$ cat config.mk
export PLATFORM = sky130hd
export DESIGN_NAME = crx_cmd_queue
export DESIGN_NICKNAME = d
export VERILOG_FILES = /design/src/rtl/crx_pkg.sv /design/src/rtl/crx_cmd_queue.sv
export SDC_FILE = /design/constraint.sdc
export NUM_CORES = 1
export LEC_CHECK = 0
export ABC_CLOCK_PERIOD_IN_PS = 3600
export BUFFER_PORTS_ARGS = -buffer_cell sky130_fd_sc_hd__buf_2
export CORE_MARGIN = 2
export CORE_UTILIZATION = 55
export CTS_CLUSTER_DIAMETER = 100
export DETAILED_ROUTE_END_ITERATION = 10
export PLACE_DENSITY = 0.91
export SYNTH_ARGS = -nofsm -noshare
export SYNTH_HDL_FRONTEND = slang
export SYNTH_SLANG_ARGS = --single-unit
export TNS_END_PERCENT = 30
$ cat constraint.sdc
create_clock -name clk -period 3.6 [get_ports clk]
set_input_delay 0.18 -clock clk [delete_from_list [all_inputs] [get_ports clk]]
set_output_delay 0.18 -clock clk [all_outputs]
set_load 0.05 [all_outputs]
$ cat src/rtl/crx_pkg.sv
// ----------------------------------------------------------------------------
// crx_pkg
// Shared types and constants of the child range expander.
// ----------------------------------------------------------------------------
package crx_pkg;

    localparam int DEF_TABLE_ENTRIES = 4096;
    localparam int DEF_MAX_RUN       = 64;

    localparam int INDEX_W = 12;
    localparam int OFFS_W  = 16;
    // run length field, wide enough for any MAX_RUN up to 127 (default 64)
    localparam int RUN_W   = 7;

    typedef enum logic {
        ACT_WRITE = 1'b0,
        ACT_QUERY = 1'b1
    } crx_action_t;

    typedef struct packed {
        crx_action_t         action;
        logic [INDEX_W-1:0]  index;
        logic [OFFS_W-1:0]   value;
    } crx_item_t;

    typedef struct packed {
        logic [OFFS_W-1:0]   child;
        logic                last;
        logic                truncated;
        logic                bad_node;
    } crx_result_t;

    // one expansion job handed from front to back
    typedef struct packed {
        logic [OFFS_W-1:0]   base;
        logic [RUN_W-1:0]    run;
        logic                trunc;
        logic                bad;
    } crx_cmd_t;

endpackage

$ cat src/rtl/crx_cmd_queue.sv
// ----------------------------------------------------------------------------
// crx_cmd_queue
// Two-entry job queue between front and back.
// ----------------------------------------------------------------------------
module crx_cmd_queue (
    input  logic               clk,
    input  logic               rst_n,
    input  logic               wr_en,
    input  crx_pkg::crx_cmd_t  wr_cmd,
    output logic               wr_ready,
    output logic               rd_valid,
    output crx_pkg::crx_cmd_t  rd_cmd,
    input  logic               rd_en
);

    localparam int DEPTH = 2;
    localparam int PW    = $clog2(DEPTH);
    localparam int CW    = $clog2(DEPTH + 1);

    crx_pkg::crx_cmd_t entry [DEPTH];

    logic [PW-1:0] wr_ptr_reg, wr_ptr_next;
    logic [PW-1:0] rd_ptr_reg, rd_ptr_next;
    logic [CW-1:0] cnt_reg, cnt_next;
    logic          do_wr;
    logic          do_rd;

    assign wr_ready = cnt_reg != CW'(DEPTH);
    assign rd_valid = cnt_reg != '0;
    assign rd_cmd   = entry[rd_ptr_reg];
    assign do_wr    = wr_en && wr_ready;
    assign do_rd    = rd_en && rd_valid;

    always_comb
    begin
        wr_ptr_next = do_wr ? wr_ptr_reg + PW'(1) : wr_ptr_reg;
        rd_ptr_next = do_rd ? rd_ptr_reg + PW'(1) : rd_ptr_reg;
        cnt_next    = cnt_reg;
        if (do_wr && !do_rd)
        begin
            cnt_next = cnt_reg + CW'(1);
        end
        else if (do_rd && !do_wr)
        begin
            cnt_next = cnt_reg - CW'(1);
        end
    end

    always_ff @(posedge clk or negedge rst_n)
    begin
        if (!rst_n)
        begin
            wr_ptr_reg <= '0;
            rd_ptr_reg <= '0;
            cnt_reg    <= '0;
        end
        else
        begin
            wr_ptr_reg <= wr_ptr_next;
            rd_ptr_reg <= rd_ptr_next;
            cnt_reg    <= cnt_next;
        end
    end

    always_ff @(posedge clk)
    begin
        if (do_wr)
        begin
            entry[wr_ptr_reg] <= wr_cmd;
        end
    end

endmodule

* Word-level counts from Yosys, hierarchy flattened
Memory sizes are Yosys's and may differ from the RTL's.
Index checks and enable logic that the tools add are counted.
** Operators by class
- Add/subtract/negate cells :: 4
- Equality and inequality tests :: 1
- Multiplexer cells :: 4
- Reduce and logical (&&, ||, !) cells :: 8
** Operator list (count)
- $logic_and 1x1->1 :: 4
- $mux 2 :: 2
- $reduce_bool 2->1 :: 2
- $add 1x1->1 const B :: 2
- $add 2x1->2 const B :: 1
- $logic_not 1->1 :: 2
- $mux 1 :: 2
- $ne 2x2->1 const B :: 1
- $sub 2x1->2 const B :: 1
** Storage, ports and cells
- Flip-flop bits (word level) :: 4
- Memory bits (writable) :: 50
- Bits of input ports :: 29
- Word-level logic and storage cells :: 21
- Memories kept :: 1
** Memories
- entry :: depth 2, width 25, read ports 1, clocked after Yosys merged registers in 0, write ports 1, RTL line crx_cmd_queue.sv:20 : crx_pkg::crx_cmd_t entry [DEPTH];

* Longest topological paths before layout
- Depth after elaboration :: 6
- Mapped depth :: 7
- Mapped depth without buffers :: 7

* Least setup slack after synthesis
No wires, ideal clock.
- Kind :: register -> register
- Start :: register cnt_reg[0]
- End :: memory entry[0][0] in the netlist's numbering (enable)
- Arrival :: 2136 ps
- Slack :: 1057 ps
- Stages on the path, launching flop included :: 4
- Path buffers :: 0
- Path through :: dfrtp_1 > nand2b_1 > nand2_1 > nor2_1
** On the way
- Cells in the longest elaborated chain, start to end :: 4
** RTL lines
- from (decl) :: RTL line crx_cmd_queue.sv:24 : logic [CW-1:0] cnt_reg, cnt_next;
- from (signal assigned) :: RTL line crx_cmd_queue.sv:61 : cnt_reg <= cnt_next;
- $ne 2x2->1 :: RTL line crx_cmd_queue.sv:28 : assign wr_ready = cnt_reg != CW'(DEPTH);
- net wr_ready :: RTL line crx_cmd_queue.sv:10 : output logic wr_ready,
- $logic_and 1x1->1 :: RTL line crx_cmd_queue.sv:31 : assign do_wr = wr_en && wr_ready;
- $mux 1 :: RTL line crx_cmd_queue.sv:67 : if (do_wr)
- $mux 1 (implied by the code) :: RTL line crx_cmd_queue.sv:69 : entry[wr_ptr_reg] <= wr_cmd;
- to (decl) :: RTL line crx_cmd_queue.sv:20
The timed path passes the listed nets, and every way through them passes these cells.

==> summary.txt <==
Run status
  • Status: completed

Yosys
  • Seq cells post-synth: 54
  • Sequential-to-total area share from yosys stat: 76.3%
  • Avg Cell Area, Syn: 21.9 sq um
  • Net count after synthesis: 126
  • Mapped Area: 2100 sq um
  • Post-synth cell types: 15
  • Yosys Warn Count: 0
  • Gate Count Post-Synth: 96

Timing
  • Tcrit/Tclk final: 61.1%
  • Setup tns final: 0 ns
  • Setup Skew: 0.00343 ns
  • Slew @ Worst Pin: 1.25 ns
  • Hold_ws: 0.0708 ns
  • Final setup vio count: 0
  • Final Critical Period: 2.20 ns
  • Fin. Hold Viols: 0
  • Fmax: 455 MHz
  • RSZ-0062 raised after global routing: false
  • Fin. max-slew vios: 0
  • Normalized max-slew margin: 16.4%

Place
  • Area post-placement: 2390 sq um
  • DP HPWL: 2.25 mm
  • Final RePlAce weighted congestion: 0.719
  • Placed Cells: 197
  • # port buffers: 55

Floorplanning
  • Row cnt: 22
  • Core area: 3660 sq um
  • Die Height: 65.8 um
  • Initial core utilization: 57.3%
  • Die X: 65.8 um
  • Top-Level Pins: 56
  • Die ar.: 4330 sq um

Drt
  • WL final: 3.14 mm
  • ANT nets after route: 0
  • DR iter-0 viols: 55
  • Total number of vias: 1,012
  • Drt via density: 4.91
  • Avg WL per Cell: 15.2 um
  • Residual DRC: 0
  • DR pass1 iterations: 4

Finish
  • Share of layout cells above drive strength 1: 56.3%
  • Nets: 187
  • Number of flip-flops under the largest register name: 50
  • Antenna Cells: 0
  • Finished Layout Cells: 206
  • # fillers: 251
  • Design area: 2490 sq um
  • Layout area overhead: 18.5%
  • Final Core Density: 68.0%

Setup path
  • Worst path required time: 3.42 ns
  • Slowest stage cell, crit path: dfrtp_1
  • Critical Path Source Type: flip-flop
  • CP Cell Sequence: buf_4, mux2_2, buf_2
  • Stages on worst setup path: 3
  • Reg2Reg Depth: 3
  • Setup CP Type: reg -> out
  • Crit. End Element: output port
  • Crit path max-delay family: flip-flops
  • Worst EP arrival: 2.02 ns
  • Crit path largest cell delay: 0.75 ns
  • CP Buf/Inv Count: 2
  • Crit path max fanout: 16

Pwr
  • P_leak: 1.01 nW
  • VDD IR max: 566 uV
  • PwrDens: 933 nW/um^2

GRT
  • Met3 Track Usage GR: 5.11%
  • GRT met2 Usage: 29.5%
  • Vias in the first global route: 1,033
  • M1 GR Usage: 16.7%
  • First-pass GRT wire length: 4.78 mm
  • Largest net degree at the start of global routing: 26
  • Gr ovfl total: 0
  • Initial antenna violation count: 0
  • Top Usage Layer GRT: met2
  • Tot GR Track Use: 15.7%

Clocking
  • Clock Latency Late Sink: 0.29 ns
  • TritonCTS buffer count: 5
  • Max Root-Sink Buffers: 2
  • Reg clk slew, reported paths: 0.09 ns
  • Post_cts resized: 0
  • Depth of the CTS H-tree: 2
  • CTS Sinks: 54
  • Clk root buf: clkbuf_8
  • CTS tree: done

Run
  • Max Cap Viol: 0

Min path
  • Min-delay worst type: in -> reg
  • Worst Hold Depth: 1
## cells in the mapped netlist
cell type,count,area share [%]
ha_1,1,0.60
xnor2_1,3,1.3
xor2_1,2,0.83
nand2b_1,1,0.30
nor2_1,2,0.36
nand2_1,2,0.36
buf_6,1,0.54
edfxtp_1,50,72
inv_1,1,0.18
buf_12,2,1.9
mux2_2,6,3.2
and3_1,1,0.30
or2_1,1,0.30
mux2_4,19,14
dfrtp_1,4,4.8
## repair_timing
item	in CTS	in global routing
setup buffers	0	0
hold endpoints to repair	4	0
hold buffers	1	0
## power breakdown
group	internal (W)	total (W)	switching, W
Sequential	0.000866	0.000948	0.0000816
Clock	0.000133	0.000307	0.000174
Combinational	0.000343	0.00107	0.000724
## cells by family (layout without fill, tap and decap cells)
logic type,Yosys count,after routing,synth area share [%]
muxes,25,25,16.8
adders and majority gates,1,1,0.596
and+or+nand+nor,7,7,1.61
xor gates and xnor gates,5,5,2.09
buffers and inverters,4,66,2.62
DFF,54,54,76.3
## layout make-up
class                      instances  area (sq um)  area share, %
sequential                        54          1600           64.4
multi-input combinational         38           445           17.9
timing repair buffer              57           293           11.8
clock buffer                       5          68.8           2.77
tap                               48          60.1           2.41
clock inverter                     3          16.3          0.654
inverter                           1          3.75          0.151
## worst reg2reg max path: stages (launching register included)
cell and delay [ns]:
dfrtp_1 0.42, nand2b_1 0.18, nand2_1 0.13, nor2_2 0.96
## through the flow
step                      power, W  setup slack, ns
final                      0.00232             1.40
after global routing       0.00243             1.29
after CTS                  0.00235             1.36
after detailed placement   0.00205             1.49
after global placement     0.00201             1.65
after floorplan            0.00188             1.06
## cells in the final DEF, fill, tap and decap left out
cell / Yosys / routed
inv_1: 1 / 1
edfxtp_1: 50 / 50
xnor2_1: 3 / 3
nor2_1: 2 / 1
dfrtp_1: 4 / 4
clkbuf_8: 0 / 5
mux2_4: 19 / 19
clkinv_2: 0 / 1
xor2_1: 2 / 2
dlygate4sd3_1: 0 / 1
nor2_2: 0 / 1
clkinvlp_4: 0 / 1
mux2_2: 6 / 6
buf_2: 0 / 55
nand2_1: 2 / 2
nand2b_1: 1 / 1
ha_1: 1 / 1
clkinv_1: 0 / 1
or2_1: 1 / 1
buf_4: 0 / 1
and3_1: 1 / 1
## worst paths after layout
path | to | slack [ns] | from
min in group asynchronous | cnt_reg[0] | 0.23 | rst_n
max in group asynchronous | wr_ptr_reg | 3.26 | rst_n
worst max-delay path | rd_cmd[10] | 1.40 | rd_ptr_reg
worst min register to register | cnt_reg[1] | 0.53 | cnt_reg[1]
worst max register to register | entry[0][17] | 1.53 | cnt_reg[0]
worst min-delay path | entry[1][10] | 0.07 | wr_cmd[10]
## layer usage
layer | routed length (um) | up-vias
met5 | 0 | -
met4 | 18 | 0
met3 | 228 | 3
met2 | 1720 | 42
met1 | 1170 | 483
li1 | - | 484
(Power assumes the default switching activity.)
