File: src/rtl/crx_pkg.sv
// ----------------------------------------------------------------------------
// crx_pkg
// Shared types and constants of the child range expander.
// ----------------------------------------------------------------------------
package crx_pkg;

    localparam int DEF_TABLE_ENTRIES = 4096;
    localparam int DEF_MAX_RUN       = 64;

    localparam int INDEX_W = 12;
    localparam int OFFS_W  = 16;
    // run length field, wide enough for any MAX_RUN up to 127 (default 64)
    localparam int RUN_W   = 7;

    typedef enum logic {
        ACT_WRITE = 1'b0,
        ACT_QUERY = 1'b1
    } crx_action_t;

    typedef struct packed {
        crx_action_t         action;
        logic [INDEX_W-1:0]  index;
        logic [OFFS_W-1:0]   value;
    } crx_item_t;

    typedef struct packed {
        logic [OFFS_W-1:0]   child;
        logic                last;
        logic                truncated;
        logic                bad_node;
    } crx_result_t;

    // one expansion job handed from front to back
    typedef struct packed {
        logic [OFFS_W-1:0]   base;
        logic [RUN_W-1:0]    run;
        logic                trunc;
        logic                bad;
    } crx_cmd_t;

endpackage

File: src/rtl/crx_back.sv
// ----------------------------------------------------------------------------
// crx_back
// Expands one job into consecutive child results in a result register, one
// per cycle while that register is empty or being popped.
// ----------------------------------------------------------------------------
module crx_back (
    input  logic                 clk,
    input  logic                 rst_n,
    input  logic                 cmd_valid,
    input  crx_pkg::crx_cmd_t    cmd,
    output logic                 cmd_take,
    output logic                 empty,
    input  logic                 pop,
    output crx_pkg::crx_result_t result
);

    logic                       act_reg, act_next;
    logic [crx_pkg::OFFS_W-1:0] base_reg, base_next;
    logic [crx_pkg::RUN_W-1:0]  left_reg, left_next;
    logic                       trunc_reg, trunc_next;
    logic                       bad_reg, bad_next;
    logic                       out_valid_reg, out_valid_next;
    crx_pkg::crx_result_t       out_reg, out_next;

    logic out_free;
    logic emit;
    logic ending;

    assign out_free = !out_valid_reg || pop;
    assign emit     = act_reg && out_free;
    assign ending   = emit && (left_reg == crx_pkg::RUN_W'(1));
    assign cmd_take = cmd_valid && (!act_reg || ending);
    assign empty    = !out_valid_reg;
    assign result   = out_reg;

    always_comb
    begin
        act_next   = act_reg;
        base_next  = base_reg;
        left_next  = left_reg;
        trunc_next = trunc_reg;
        bad_next   = bad_reg;
        if (cmd_take)
        begin
            act_next   = 1'b1;
            base_next  = cmd.base;
            left_next  = cmd.run;
            trunc_next = cmd.trunc;
            bad_next   = cmd.bad;
        end
        else if (ending)
        begin
            act_next = 1'b0;
        end
        else if (emit)
        begin
            base_next = base_reg + crx_pkg::OFFS_W'(1);
            left_next = left_reg - crx_pkg::RUN_W'(1);
        end
    end

    always_comb
    begin
        out_valid_next = out_valid_reg;
        out_next       = out_reg;
        if (emit)
        begin
            out_valid_next     = 1'b1;
            out_next.child     = base_reg;
            out_next.last      = ending;
            out_next.truncated = ending && trunc_reg;
            out_next.bad_node  = bad_reg;
        end
        else if (pop)
        begin
            out_valid_next = 1'b0;
        end
    end

    always_ff @(posedge clk or negedge rst_n)
    begin
        if (!rst_n)
        begin
            act_reg       <= 1'b0;
            out_valid_reg <= 1'b0;
        end
        else
        begin
            act_reg       <= act_next;
            out_valid_reg <= out_valid_next;
        end
    end

    always_ff @(posedge clk)
    begin
        base_reg  <= base_next;
        left_reg  <= left_next;
        trunc_reg <= trunc_next;
        bad_reg   <= bad_next;
        out_reg   <= out_next;
    end

endmodule

File: config.mk
export PLATFORM = sky130hd
export DESIGN_NAME = crx_back
export DESIGN_NICKNAME = d
export VERILOG_FILES = /design/src/rtl/crx_pkg.sv /design/src/rtl/crx_back.sv
export SDC_FILE = /design/constraint.sdc
export NUM_CORES = 1
export LEC_CHECK = 0
export CELL_PAD_IN_SITES_DETAIL_PLACEMENT = 2
export CELL_PAD_IN_SITES_GLOBAL_PLACEMENT = 2
export CORE_ASPECT_RATIO = 1.75
export CORE_MARGIN = 2
export CORE_UTILIZATION = 42
export CTS_BUF_LIST = sky130_fd_sc_hd__clkbuf_2 sky130_fd_sc_hd__clkbuf_4 sky130_fd_sc_hd__clkbuf_8
export DETAILED_ROUTE_END_ITERATION = 12
export DONT_BUFFER_PORTS = 1
export PLACE_DENSITY = 0.83
export SYNTH_ARGS = -nofsm -noshare
export SYNTH_HDL_FRONTEND = slang
export SYNTH_SLANG_ARGS = --single-unit
export TNS_END_PERCENT = 20
File: constraint.sdc
create_clock -name clk -period 5.82 [get_ports clk]
set_input_delay 0.873 -clock clk [delete_from_list [all_inputs] [get_ports clk]]
set_output_delay 0.873 -clock clk [all_outputs]
set_load 0.005 [all_outputs]
# After elaboration in Yosys (flattened, before gate mapping)
# Cells that the tools add are included.
[word_totals]
register_bits = 46
in_bits = 29
out_inout_bits = 21
word_cells = 36
[classes]
n_addsub = 2
n_eq_ne = 2
n_mux = 10
n_reduce_logical = 12
[op_table]
columns = ["cell", "count"]
rows = [
  ["$mux W16", 3],
  ["$mux W7", 3],
  ["$add A16 B1 Y16 const B", 1],
  ["$eq A7 B1 Y1 const B", 1],
  ["$sub A7 B1 Y7 const B", 1],
  ["$reduce_bool A2 Y1", 3],
  ["$logic_and A1 B1 Y1", 4],
  ["$mux W1", 4],
  ["$logic_not A1 Y1", 2],
  ["$logic_or A1 B1 Y1", 2],
  ["$ne A2 B2 Y1 const B", 1],
  ["$reduce_and A2 Y1", 1],
]

# Depth between registers and ports, before layout
[logic_depth]
ltp_word = 8
depth_mapped = 7
ltp_nobuf = 6

# Worst setup path before layout
# Ideal clock, no wire load.
[synth_path]
kind = "input port to flip-flop"
from = "input pop"
to = "register base_reg[0] (netlist bit) (enable)"
setup_ns = 0.435
arrival_ns = 2.737
required_time_ns = 5.385
slack_ns = 2.648
cell_stages = 3
path_buffers = 0
path_cell_list = "nand2b_1 -> nand2_1 -> o21ai_0"
[synth_via]
elab_chain_cells = 7
word_cells_on_any_way = 8
cone_classes = "eq/ne: 1; reduce/logical: 7"
[synth_lines]
columns = ["item", "line_no", "source"]
rows = [
  ["start: declaration", "crx_back.sv:13", "input logic pop,"],
  ["$logic_or A1 B1 Y1 (*)", "crx_back.sv:29", "assign out_free = !out_valid_reg || pop;"],
  ["$logic_and A1 B1 Y1 (*)", "crx_back.sv:30", "assign emit = act_reg && out_free;"],
  ["$logic_and A1 B1 Y1", "crx_back.sv:31", "assign ending = emit && (left_reg == crx_pkg::RUN_W'(1));"],
  ["$logic_or A1 B1 Y1", "crx_back.sv:32", "assign cmd_take = cmd_valid && (!act_reg || ending);"],
  ["$logic_and A1 B1 Y1", "crx_back.sv:32", ""],
  ["$ne A2 B2 Y1 (no source line) or $reduce_bool A2 Y1 (tied branches)", "n/a", ""],
  ["$reduce_and A2 Y1 (no source line) (*)", "n/a", ""],
  ["end signal: assignment", "crx_back.sv:96", "base_reg <= base_next;"],
  ["end: declaration", "crx_back.sv:18", "logic [crx_pkg::OFFS_W-1:0] base_reg, base_next;"],
]
# Every way passes the cells marked *; elsewhere a longest branch is shown, timed or not.
# A chain may end at the register's enable or synchronous reset.

# Worst setup path after layout
[layout_path]
from = "register left_reg[2] (netlist bit)"
to = "output cmd_take"
[layout_via]
elab_chain_cells = 4
[layout_lines]
columns = ["item", "line_no", "source"]
rows = [
  ["start: declaration", "crx_back.sv:19", "logic [crx_pkg::RUN_W-1:0] left_reg, left_next;"],
  ["start signal: assignment", "crx_back.sv:97", "left_reg <= left_next;"],
  ["$eq A7 B1 Y1", "crx_back.sv:31", ""],
  ["$logic_and A1 B1 Y1", "crx_back.sv:31", ""],
  ["$logic_or A1 B1 Y1", "crx_back.sv:32", ""],
  ["$logic_and A1 B1 Y1", "crx_back.sv:32", ""],
  ["end: declaration", "crx_back.sv:11", "output logic cmd_take,"],
]
# No other way between the ends.

==> impl_metrics.env <==
export IMPL_dp_slack_ns=3.11
export IMPL_grt_pass1_wl_um=7370
export IMPL_yosys_top_cells_area="edfxtp_1 60%, mux2_4 10%, xor2_1 4.8%"
export IMPL_cts_setup_buffers=0
export IMPL_diodes=0
export IMPL_clk_pin_slew_worst_paths_ns=0.09
export IMPL_drive_gt1_share_pct=22.0
export IMPL_first_pass_iters=9
export IMPL_regToRegSetupSlack_ns=3.25
export IMPL_synthCells=144
export IMPL_yosys_register_bits=46
export IMPL_rsz0062_at_grt="no"
export IMPL_synth_top_area_share_pct=60.3
export IMPL_routed_wl_um=4580
export IMPL_viasPerCell=5.60
export IMPL_grt_use_met2_pct=32.1
export IMPL_max_stage_delay_ns=0.61
export IMPL_grt_start_max_net_pins=26
export IMPL_synthDistinctLibCells=26
export IMPL_hold_buffers=0
export IMPL_gp_congestion=0.730
export IMPL_ir_drop_mv=0.215
export IMPL_clock_path_buffers=2
export IMPL_syn_cell_area_um2=2190
export IMPL_gr_usage_met1_pct=19.3
export IMPL_p_comb_share_pct=11.6
export IMPL_clock_latency_ns=0.30
export IMPL_cts_tree="built"
export IMPL_ios=50
export IMPL_p_seq_share_pct=57.9
export IMPL_worst_pin_slew_ns=1.20
export IMPL_numClockSinks=46
export IMPL_synth_fp_nets=176
export IMPL_yosysSeqAreaShare_pct=62.6
export IMPL_antenna_left=0
export IMPL_synth_area_mux_share_pct=14.2
export IMPL_htree_levels=2
export IMPL_io_buffers=0
export IMPL_cts_buffers=5
export IMPL_cap_viol_max_count=0
export IMPL_period_needed_ns=3.02
export IMPL_synthAdderAreaFrac_pct=1.71
export IMPL_die_h_um=99.5
export IMPL_drt_iter0_markers=14
export IMPL_synth_compound_area_share_pct=1.20
export IMPL_fin_ws_ns=2.80
export IMPL_outcome="finished, violations left"
export IMPL_drc_errors=2
export IMPL_pwr_density_cell_nw_per_um2=324
export IMPL_synth_top_family_by_area="multiplexers"
export IMPL_final_cell_mix="44 x edfxtp_1, 15 x mux2_4, 12 x inv_1, 12 x xor2_1, 7 x xnor2_1"
export IMPL_timing_fmax_mhz=331
export IMPL_num_rows=34
export IMPL_fin_worst_skew_ns=0.0100
export IMPL_fp_dieW_um=58.6
export IMPL_synthToLayoutAreaGrowth_pct=7.20
export IMPL_hold_viol=0
export IMPL_hold_path_class="input pin to async pin"
export IMPL_violations="DRC"
export IMPL_overflow=0
export IMPL_nets=181
export IMPL_synthSimpleGateAreaFrac_pct=9.59
export IMPL_max_slew_margin_pct=20.0
export IMPL_r2r_start="left_reg[2]$_DFFE_PP_"
export IMPL_synthXorXnorAreaFrac_pct=7.60
export IMPL_grt_pass1_vias=1339
export IMPL_period_share_pct=51.9
export IMPL_drt_wirelength_per_cell_um=22.4
export IMPL_synth_warnings=0
export IMPL_cts_root_buffer="clkbuf_8"
export IMPL_largest_reg_flops=19
export IMPL_internal_power_uw=583
export IMPL_p_leak_nw=0.940
export IMPL_crit_path_start_kind="flip-flop"
export IMPL_arrival_ns=2.15
export IMPL_global_route_usage_met3_pct=4.16
export IMPL_p_sw_uw=178
export IMPL_setup_viol=0
export IMPL_slew_viol_final=0
export IMPL_cts_resized=0
export IMPL_end_kind="output port"
export IMPL_sw_frac_of_total_pct=23.4
export IMPL_tns_ns=0
export IMPL_critPathLaunch="left_reg[2]$_DFFE_PP_"
export IMPL_p_total_uw=760
export IMPL_post_dp_hpwl_um=3420
export IMPL_cp_slowest_cell="or4_4"
export IMPL_crit_path_cell_trace="or4_4, o31ai_4, nand2_4, inv_1"
export IMPL_p_clk_share_pct=30.5
export IMPL_criticalPathCategory="flip-flop to output port"
export IMPL_path_max_fanout=25
export IMPL_syn_area_per_cell_um2=15.2
export IMPL_core_area_um2=5020
export IMPL_start_util_pct=43.6
export IMPL_die_area_um2=5830
export IMPL_grt_usage_pct=17.5
export IMPL_antenna_found_initial=0
export IMPL_yosys_area_top_type="edfxtp_1"
export IMPL_critPathRequiredTime_ns=4.95
export IMPL_vias=1143
export IMPL_gr_max_usage_layer="met2"
export IMPL_final_common_cell="edfxtp_1"
power by group through the flow:
| stage | Combinational, mW | Sequential [mW] | Clock (mW) |
|---|---|---|---|
| after floorplan | 0.0721 | 0.437 | 0 |
| after global placement | 0.0819 | 0.443 | 0 |
| after detailed placement | 0.0889 | 0.449 | 0 |
| after CTS | 0.0906 | 0.441 | 0.240 |
| after global routing | 0.0985 | 0.445 | 0.253 |
| final | 0.0885 | 0.440 | 0.232 |
through the flow:
step                      instance area [µm²]  cells  hold slack (ns)  utilization (%)
final                                    2350    204            0.263             46.8
after global routing                     2350    204            0.239             46.8
after CTS                                2350    204            0.249             46.8
after detailed placement                 2240    196            0.423             44.6
after global placement                   2240    196            0.402             44.6
after floorplan                          2190    144            0.400                -
path summary, 6_finish.rpt:
check,end,cells after the start
max,cmd_take,4
min,out_valid_reg$_DFFE_PN0P_,0
max reg2reg,base_reg[10]$_DFFE_PP_,4
min reg2reg,result[0]$_DFFE_PP_,0
max in group asynchronous,act_reg$_DFFE_PN0P_,0
min in group clk,result[0]$_DFFE_PP_,0
layout make-up:
type,count,area [µm²]
clock buffer,5,68.8
multi-input combinational,84,756
tap,54,67.6
fill,506,2670
inverter,12,45.0
sequential,46,1370
clock inverter,3,40.0
Yosys cell counts:
cell type	instances
o31ai_4	1
or3_1	1
nand2b_1	3
and3_1	1
edfxtp_1	44
nand2_4	1
nor2_1	4
inv_1	12
buf_6	2
nor4_1	5
or4_4	1
nand2_1	4
o21ai_0	1
nor2b_1	1
or2b_1	1
nand3_1	5
nor3_1	6
mux2_2	5
ha_1	3
or3_2	1
mux2i_1	3
nand4_1	3
xnor2_1	7
dfrtp_1	2
mux2_4	15
xor2_1	12
metal layers:
| layer | share of wire [%] | up-vias | wire length [µm] |
|---|---|---|---|
| li1 | - | 532 | - |
| met4 | 1.5 | 0 | 70 |
| met2 | 58 | 32 | 2640 |
| met1 | 37 | 572 | 1700 |
| met5 | 0 | - | 0 |
| met3 | 3.6 | 7 | 164 |
worst max-delay path, delay by kind of cell, from the launching register on:
family / cells / cell delay, ns
AND/OR/NAND/NOR: 2 / 0.91
AO/OA/AOI/OAI: 1 / 0.25
flip-flops: 1 / 0.45
buffers and inverters: 1 / 0.24
cell families (layout without fill, tap and decap cells):
group                    count (synthesis)  after routing
multiplexers                            23             23
AO/OA/AOI/OAI                            2              2
AND/OR/NAND/NOR                         37             37
adder cells (fa/ha/maj)                  3              3
flip-flops                              46             46
buffers and inverters                   14             20
XOR/XNOR                                19             19
Note: power is estimated with default switching activity, not from simulation.
